<file path="src/hdl/oqdbv_pkg.sv">
package oqdbv_pkg;

  localparam int unsigned CmdWidth    = 3;
  localparam int unsigned StatusWidth = 3;

  typedef enum logic [CmdWidth-1:0] {
    CMD_APPEND     = 3'd0,
    CMD_REMOVE     = 3'd1,
    CMD_POP        = 3'd2,
    CMD_ITER_NEXT  = 3'd3,
    CMD_ITER_RESET = 3'd4,
    CMD_CLEAR      = 3'd5
  } cmd_e;

  typedef enum logic [StatusWidth-1:0] {
    ST_OK        = 3'd0,
    ST_NOT_FOUND = 3'd1,
    ST_FULL      = 3'd2,
    ST_EMPTY     = 3'd3,
    ST_ITER_END  = 3'd4
  } status_e;

  // Per-cycle operation broadcast to every cell of the chain.
  typedef struct packed {
    logic append;
    logic remove;
    logic pop;
  } cell_ctrl_t;

endpackage

</file>
<file path="src/hdl/oqdbv_cell.sv">
module oqdbv_cell #(
  parameter int unsigned Idx        = 0,
  parameter int unsigned DataWidth  = 32,
  parameter int unsigned CountWidth = 5
) (
  input  logic                   clk_i,
  input  oqdbv_pkg::cell_ctrl_t  ctrl_i,
  input  logic [DataWidth-1:0]   value_i,
  input  logic [CountWidth-1:0]  count_i,
  input  logic [CountWidth-1:0]  iter_pos_i,
  input  logic [DataWidth-1:0]   next_data_i,
  input  logic                   match_i,
  output logic                   match_o,
  output logic [DataWidth-1:0]   data_o,
  output logic [DataWidth-1:0]   iter_tap_o,
  output logic [DataWidth-1:0]   tail_tap_o,
  output logic                   below_iter_o
);
  import oqdbv_pkg::*;

  localparam logic [CountWidth-1:0] IdxC  = CountWidth'(Idx);
  localparam logic [CountWidth-1:0] IdxP1 = CountWidth'(Idx + 1);

  logic [DataWidth-1:0] data_q, data_d;
  logic                 occupied;
  logic                 hit;
  logic                 shift;

  assign occupied = IdxC < count_i;
  assign hit      = occupied && (data_q == value_i);
  assign match_o  = match_i | hit;

  // Every cell at or behind the removed entry takes the word of its neighbor.
  assign shift = ctrl_i.pop | (ctrl_i.remove & match_o);

  always_comb begin
    data_d = data_q;
    if (ctrl_i.append && (IdxC == count_i)) begin
      data_d = value_i;
    end else if (shift) begin
      data_d = next_data_i;
    end
  end

  always_ff @(posedge clk_i) begin
    data_q <= data_d;
  end

  assign data_o       = data_q;
  assign iter_tap_o   = (IdxC == iter_pos_i) ? data_q : '0;
  assign tail_tap_o   = (IdxP1 == count_i) ? data_q : '0;
  assign below_iter_o = hit && !match_i && (IdxC < iter_pos_i);

endmodule

</file>
<file path="src/hdl/ordered_queue_delete_by_value_unit.sv">
// Ordered queue of up to DEPTH words kept in a chain of cells, oldest at cell zero. In the
// cycle a command is taken, every cell compares against the search value and shifts toward
// the head when an entry ahead of it leaves; the result beat is formed in the next cycle from
// the updated cells, and no new command is taken while that result is pending. The
// first-match search ripples through the cells, which bounds the clock for large DEPTH.
module ordered_queue_delete_by_value_unit #(
  parameter int unsigned DEPTH      = 16,
  parameter int unsigned DATA_WIDTH = 32
) (
  input  logic                            clk_i,
  input  logic                            rst_ni,
  input  logic                            in_valid_i,
  output logic                            in_ready_o,
  input  logic [oqdbv_pkg::CmdWidth-1:0]  command_i,
  input  logic [DATA_WIDTH-1:0]           value_i,
  output logic                            out_valid_o,
  input  logic                            out_ready_i,
  output logic [oqdbv_pkg::StatusWidth-1:0] status_o,
  output logic [DATA_WIDTH-1:0]           data_out_o,
  output logic [$clog2(DEPTH+1)-1:0]      entry_count_o,
  output logic [DATA_WIDTH-1:0]           head_value_o,
  output logic [DATA_WIDTH-1:0]           tail_value_o,
  output logic                            was_started_o
);
  import oqdbv_pkg::*;

  localparam int unsigned CW = $clog2(DEPTH + 1);
  localparam logic [CW-1:0] DepthC = CW'(DEPTH);
  localparam logic [CW-1:0] OneC   = CW'(1);

  cell_ctrl_t ctrl;
  cmd_e       cmd;

  logic [CW-1:0] count_q, count_d;
  logic [CW-1:0] iter_pos_q, iter_pos_d, pos_eff;
  logic          iter_active_q, iter_active_d;

  logic                  pend_q, pend_d;
  status_e               pend_status_q, pend_status_d;
  logic [DATA_WIDTH-1:0] pend_data_q, pend_data_d;
  logic                  pend_started_q, pend_started_d;

  logic                  out_valid_q, out_valid_d;
  status_e               out_status_q;
  logic [DATA_WIDTH-1:0] out_data_q, out_head_q, out_tail_q;
  logic [CW-1:0]         out_count_q;
  logic                  out_started_q;

  logic                  accept;
  logic                  out_load;
  logic                  found;
  logic                  below_iter;
  logic [DATA_WIDTH-1:0] iter_data;
  logic [DATA_WIDTH-1:0] tail_data;
  logic [DATA_WIDTH-1:0] head_data;

  logic [DATA_WIDTH-1:0] cell_data  [DEPTH];
  logic [DATA_WIDTH-1:0] iter_taps  [DEPTH];
  logic [DATA_WIDTH-1:0] tail_taps  [DEPTH];
  logic                  below_taps [DEPTH];
  logic                  match      [DEPTH+1];

  assign in_ready_o = !pend_q && (!out_valid_q || out_ready_i);
  assign accept     = in_valid_i && in_ready_o;
  assign out_load   = pend_q && (!out_valid_q || out_ready_i);
  assign cmd        = cmd_e'(command_i);
  assign pos_eff    = iter_active_q ? iter_pos_q : '0;

  assign match[0] = 1'b0;

  for (genvar k = 0; k < DEPTH; k++) begin : g_cell
    logic [DATA_WIDTH-1:0] next_data;
    if (k == DEPTH - 1) begin : g_last
      assign next_data = cell_data[k];
    end else begin : g_mid
      assign next_data = cell_data[k+1];
    end

    oqdbv_cell #(
      .Idx       (k),
      .DataWidth (DATA_WIDTH),
      .CountWidth(CW)
    ) u_cell (
      .clk_i       (clk_i),
      .ctrl_i      (ctrl),
      .value_i     (value_i),
      .count_i     (count_q),
      .iter_pos_i  (pos_eff),
      .next_data_i (next_data),
      .match_i     (match[k]),
      .match_o     (match[k+1]),
      .data_o      (cell_data[k]),
      .iter_tap_o  (iter_taps[k]),
      .tail_tap_o  (tail_taps[k]),
      .below_iter_o(below_taps[k])
    );
  end

  assign found     = match[DEPTH];
  assign head_data = (count_q != '0) ? cell_data[0] : '0;

  always_comb begin
    iter_data  = '0;
    tail_data  = '0;
    below_iter = 1'b0;
    for (int k = 0; k < DEPTH; k++) begin
      iter_data  = iter_data | iter_taps[k];
      tail_data  = tail_data | tail_taps[k];
      below_iter = below_iter | below_taps[k];
    end
  end

  always_comb begin
    ctrl           = '0;
    count_d        = count_q;
    iter_pos_d     = iter_pos_q;
    iter_active_d  = iter_active_q;
    pend_d         = pend_q;
    pend_status_d  = pend_status_q;
    pend_data_d    = pend_data_q;
    pend_started_d = pend_started_q;
    if (out_load) begin
      pend_d = 1'b0;
    end
    if (accept) begin
      pend_d         = 1'b1;
      pend_status_d  = ST_OK;
      pend_data_d    = '0;
      pend_started_d = 1'b0;
      case (cmd)
        CMD_APPEND: begin
          if (count_q == DepthC) begin
            pend_status_d = ST_FULL;
          end else begin
            ctrl.append = 1'b1;
            count_d     = count_q + OneC;
          end
        end
        CMD_REMOVE: begin
          ctrl.remove = 1'b1;
          if (found) begin
            count_d = count_q - OneC;
            if (iter_active_q && below_iter) begin
              iter_pos_d = iter_pos_q - OneC;
            end
          end else begin
            pend_status_d = ST_NOT_FOUND;
          end
        end
        CMD_POP: begin
          if (count_q == '0) begin
            pend_status_d = ST_EMPTY;
          end else begin
            ctrl.pop    = 1'b1;
            pend_data_d = cell_data[0];
            count_d     = count_q - OneC;
            if (iter_active_q && (iter_pos_q != '0)) begin
              iter_pos_d = iter_pos_q - OneC;
            end
          end
        end
        CMD_ITER_NEXT: begin
          if (pos_eff < count_q) begin
            pend_data_d   = iter_data;
            iter_pos_d    = pos_eff + OneC;
            iter_active_d = 1'b1;
          end else begin
            pend_status_d = ST_ITER_END;
            iter_pos_d    = pos_eff;
            iter_active_d = 1'b0;
          end
        end
        CMD_ITER_RESET: begin
          pend_started_d = iter_active_q;
          iter_active_d  = 1'b0;
        end
        CMD_CLEAR: begin
          count_d       = '0;
          iter_pos_d    = '0;
          iter_active_d = 1'b0;
        end
        default: begin
        end
      endcase
    end
  end

  always_comb begin
    out_valid_d = out_valid_q;
    if (out_load) begin
      out_valid_d = 1'b1;
    end else if (out_ready_i) begin
      out_valid_d = 1'b0;
    end
  end

  always_ff @(posedge clk_i or negedge rst_ni) begin
    if (!rst_ni) begin
      count_q       <= '0;
      iter_pos_q    <= '0;
      iter_active_q <= 1'b0;
      pend_q        <= 1'b0;
      out_valid_q   <= 1'b0;
    end else begin
      count_q       <= count_d;
      iter_pos_q    <= iter_pos_d;
      iter_active_q <= iter_active_d;
      pend_q        <= pend_d;
      out_valid_q   <= out_valid_d;
    end
  end

  always_ff @(posedge clk_i) begin
    pend_status_q  <= pend_status_d;
    pend_data_q    <= pend_data_d;
    pend_started_q <= pend_started_d;
    if (out_load) begin
      out_status_q  <= pend_status_q;
      out_data_q    <= pend_data_q;
      out_started_q <= pend_started_q;
      out_count_q   <= count_q;
      out_head_q    <= head_data;
      out_tail_q    <= tail_data;
    end
  end

  assign out_valid_o   = out_valid_q;
  assign status_o      = out_status_q;
  assign data_out_o    = out_data_q;
  assign entry_count_o = out_count_q;
  assign head_value_o  = out_head_q;
  assign tail_value_o  = out_tail_q;
  assign was_started_o = out_started_q;

  a_count_bound : assert property (@(posedge clk_i) disable iff (!rst_ni)
    count_q <= DepthC)
    else $error("entry count exceeds depth");

  a_iter_in_range : assert property (@(posedge clk_i) disable iff (!rst_ni)
    iter_active_q |-> (iter_pos_q <= count_q))
    else $error("active iterator points past the tail");

  a_pend_excl : assert property (@(posedge clk_i) disable iff (!rst_ni)
    pend_q |-> !out_valid_q)
    else $error("pending result while output beat still held");

  a_accept_pend : assert property (@(posedge clk_i) disable iff (!rst_ni)
    accept |=> pend_q)
    else $error("accepted command produced no pending result");

endmodule
</file>
<file path="config.mk">
export PLATFORM = sky130hd
export DESIGN_NAME = ordered_queue_delete_by_value_unit
export DESIGN_NICKNAME = d
export VERILOG_FILES = /design/src/hdl/oqdbv_pkg.sv /design/src/hdl/oqdbv_cell.sv /design/src/hdl/ordered_queue_delete_by_value_unit.sv
export SDC_FILE = /design/constraint.sdc
export NUM_CORES = 2
export LEC_CHECK = 0
export BUFFER_PORTS_ARGS = -buffer_cell sky130_fd_sc_hd__clkbuf_2
export CORE_MARGIN = 4
export CORE_UTILIZATION = 60
export CTS_BUF_LIST = sky130_fd_sc_hd__clkbuf_4
export DETAILED_ROUTE_END_ITERATION = 8
export PLACE_DENSITY = 0.77
export SLEW_MARGIN = 20
export SYNTH_ARGS = -nofsm -noshare
export SYNTH_HDL_FRONTEND = slang
export SYNTH_HIERARCHICAL = 1
export SYNTH_SLANG_ARGS = --single-unit
</file>
<file path="constraint.sdc">
create_clock -name clk_i -period 22.9 [get_ports clk_i]
set_input_delay 1.145 -clock clk_i [delete_from_list [all_inputs] [get_ports clk_i]]
set_output_delay 1.145 -clock clk_i [all_outputs]
set_load 0.005 [all_outputs]
</file>
==> impl_metrics.env <==
export IMPL_cts_buffers=180
export IMPL_core_area_um2=72960
export IMPL_synth_edf_count=653
export IMPL_crit_required_ns=23.83
export IMPL_crit_slowest_cell="a41oi_1"
export IMPL_cap_violations=0
export IMPL_grt_pass1_vias=34070
export IMPL_synthMuxAreaShare_pct=13.89
export IMPL_rrSetupSlack_ns=14.82
export IMPL_grt_pass1_wl_um=248800
export IMPL_area_delta_synth_final_pct=10.11
export IMPL_clkTransAtPathRegs_ns=0.06
export IMPL_switching_share_pct=41.83
export IMPL_setup_tns_ns=0
export IMPL_skew_ns=0.06767
export IMPL_dr_pass1_iters=9
export IMPL_fin_area_um2=48710
export IMPL_totalPowerFinal_uw=4373
export IMPL_grt_use_total_pct=44.32
export IMPL_synthSimpleGateAreaFrac_pct=25.58
export IMPL_synth_compound_area_share_pct=2.746
export IMPL_status="finished clean"
export IMPL_crit_buf_inv=0
export IMPL_max_freq_mhz=123.8
export IMPL_power_frac_seq_pct=37.2
export IMPL_avgSynthCellArea_um2=11.50
export IMPL_dp_hpwl_um=124000
export IMPL_clockRootBuffer="clkbuf_4"
export IMPL_yosysSeqAreaShare_pct=45.06
export IMPL_placementRows=99
export IMPL_startpoint_type="register"
export IMPL_h_tree_depth=4
export IMPL_wirelength_um=178900
export IMPL_die_x_um=279.5
export IMPL_clk_path_buf_depth=3
export IMPL_switchingPower_uw=1829
export IMPL_worst_pin_slew_ns=1.309
export IMPL_fin_crit_sh_pct=35.28
export IMPL_drive_gt1_share_pct=28.63
export IMPL_total_leakage_power_uw=0.01873
export IMPL_arrival_ns=9.01
export IMPL_clk_latency_ns=1.10
export IMPL_async_reset_ff_share_pct=1.952
export IMPL_antenna_left=0
export IMPL_synth_xor_area_share_pct=9.840
export IMPL_tritoncts="yes"
export IMPL_fp_dieH_um=279.5
export IMPL_yosysWarnings=6
export IMPL_stdcell_count=5199
export IMPL_initial_utilization_pct=60.63
export IMPL_cts_sinks=666
export IMPL_critPathKind="register to register"
export IMPL_fin_crit_ns=8.078
export IMPL_grt_max_degree=87
export IMPL_ys_seq_elements=666
export IMPL_viasPerCell=6.973
export IMPL_wire_per_inst_um=34.42
export IMPL_rsz0062_at_grt="false"
export IMPL_vias=36250
export IMPL_pin_count=146
export IMPL_port_buffers=145
export IMPL_synth_top_family_by_area="simple AND/OR/NAND/NOR gates"
export IMPL_layout_common_cells="and2_1, edfxtp_1, mux2_2, nor4_1, xnor2_1"
export IMPL_final_common_cell="and2_1"
export IMPL_synthesis_area_um2=44240
export IMPL_first_iter_violations=6973
export IMPL_pwr_share_clk_pct=24.8
export IMPL_critPathMaxFanout=36
export IMPL_gp_congestion=1.033
export IMPL_grt_antenna_before_repair=11
export IMPL_synth_ff_type="edfxtp_1"
export IMPL_max_stage_delay_ns=0.76
export IMPL_cpMostUsedCell="nand2b_1"
export IMPL_yosysUniqueCellTypes=89
export IMPL_die_area_um2=78130
export IMPL_cp_end_kind="register"
export IMPL_finalHoldViolCount=0
export IMPL_critPathTopFamily="simple AND/OR/NAND/NOR gates"
export IMPL_dp_cells=4884
export IMPL_fin_nets=4160
export IMPL_combPwrFrac_pct=38.0
export IMPL_maxSlewHeadroom_pct=11.92
export IMPL_cts_hold_buffers=1
export IMPL_final_setup_viol_count=0
export IMPL_cts_resized=0
export IMPL_intPower_uw=2544
export IMPL_synthCells=3848
export IMPL_p_per_area_nw_per_um2=89.78
export IMPL_hold_slack_ns=0.4171
export IMPL_drv_slew=0
export IMPL_ir_worst_vdd_v=0.00007707
export IMPL_synth_fa_ha_area_share_pct=0.3281
export IMPL_hp_class="register to register"
export IMPL_cts_post_setup_buffers_inserted=0
export IMPL_drc_errors=0
export IMPL_dpl_cell_area_um2=46300
export IMPL_grt_overflow_total=0
-- power by group through the flow --
stage	clock, uW	sequential, uW	combinational (uW)
after floorplan	0	1640	761
after global placement	0	1640	1520
after detailed placement	0	1650	1530
after CTS	1090	1620	1540
after global routing	1160	1630	1660
final	1080	1630	1660
-- stage by stage --
| step | utilization [%] | worst slack [ns] |
|---|---|---|
| 6_report | 66.76 | 14.82 |
| 5_1_grt | 66.74 | 14.62 |
| 4_1_cts | 66.55 | 15.09 |
| 3_5_place_dp | 63.46 | 14.51 |
| 3_3_place_gp | 63.46 | 14.62 |
| 2_1_floorplan | - | 15.70 |
-- synth_stat cells, drive strengths merged (7+ instances only) --
cell type / count / share of area (%)
edfxtp: 653 / 44
clkbuf: 125 / 1.1
and2: 802 / 11
a22o: 37 / 0.74
a21o: 12 / 0.21
a211o: 7 / 0.14
nor4b: 9 / 0.29
buf: 60 / 1.1
o221ai: 7 / 0.14
nand3: 28 / 0.33
inv: 44 / 0.37
and3: 262 / 3.8
xnor2: 277 / 5.5
nand4: 143 / 2.0
dfrtp: 13 / 0.74
nand2: 45 / 0.42
nor3b: 13 / 0.30
or2: 8 / 0.11
nor2: 43 / 0.38
mux2: 506 / 14
nand2b: 15 / 0.23
o21ai: 26 / 0.29
xor2: 220 / 4.4
o22ai: 7 / 0.11
nor3: 35 / 0.52
ha: 10 / 0.28
a21oi: 19 / 0.22
nor4: 347 / 5.2
-- kinds of logic after synthesis --
logic type	Yosys count
fa+ha+maj	11
flops	666
mux	508
xor+xnor	497
buf+inv	229
simple gates	1777
compound gates	159
other cells	1
-- flip-flops by register name, indices dropped and copies added, names as in the netlist, 3 cells and up --
name                  cells
tail_value_o             32
status_o                  3
pend_data_q              32
pend_status_q             3
iter_pos_q                5
data_out_o               32
entry_count_o             5
g_cell.u_cell/data_o    512
head_value_o             32
count_q                   5
-- final timing paths --
path	start	endpoint	depth (start not counted)
worst max-delay path	count_q[4]	iter_pos_q[3]	26
worst min-delay path	pend_data_q[14]	data_out_o[14]	0
worst max register to register	count_q[4]	iter_pos_q[3]	26
worst min register to register	pend_data_q[14]	data_out_o[14]	0
max in group asynchronous	rst_ni	count_q[0]	2
min in group asynchronous	rst_ni	out_valid_o	2
-- worst reg2reg max path, cell delays in order (launching register included) --
cell,delay (ns)
dfrtp_4,0.68
or4_4,0.66
nor2_4,0.16
nor4b_1,0.08
nand4_1,0.15
nand2b_1,0.13
or2_1,0.29
or2_2,0.36
or2_2,0.34
or2_2,0.34
o21bai_1,0.20
or2b_1,0.29
nand2b_1,0.22
nand2b_1,0.22
nand2b_1,0.20
nand2b_1,0.20
or2_2,0.33
o21bai_1,0.21
or2_2,0.34
nand2b_1,0.17
and4bb_2,0.30
nor4_1,0.05
a41oi_1,0.76
o22ai_2,0.22
a21oi_2,0.46
mux2_4,0.34
a221o_1,0.26
-- metal layers --
metal	vias up	part of all wire, %	global-route usage [%]
li1	14950	-	-
met1	17460	35	55.85
met2	3084	42	64.93
met3	742	14	14.72
met4	16	9.0	30.17
met5	-	0.059	0
-- area by class of cell --
type / instances / area, um2
Antenna cell: 6 / 15.01
Clock buffer: 258 / 1937
Clock inverter: 48 / 311.5
Tap cell: 959 / 1200
Multi-Input combinational cell: 2955 / 23490
Inverter: 44 / 165.2
Sequential cell: 666 / 19950
Timing Repair Buffer: 263 / 1647
Fill cell: 5786 / 24250
(Power assumes the default switching activity.)
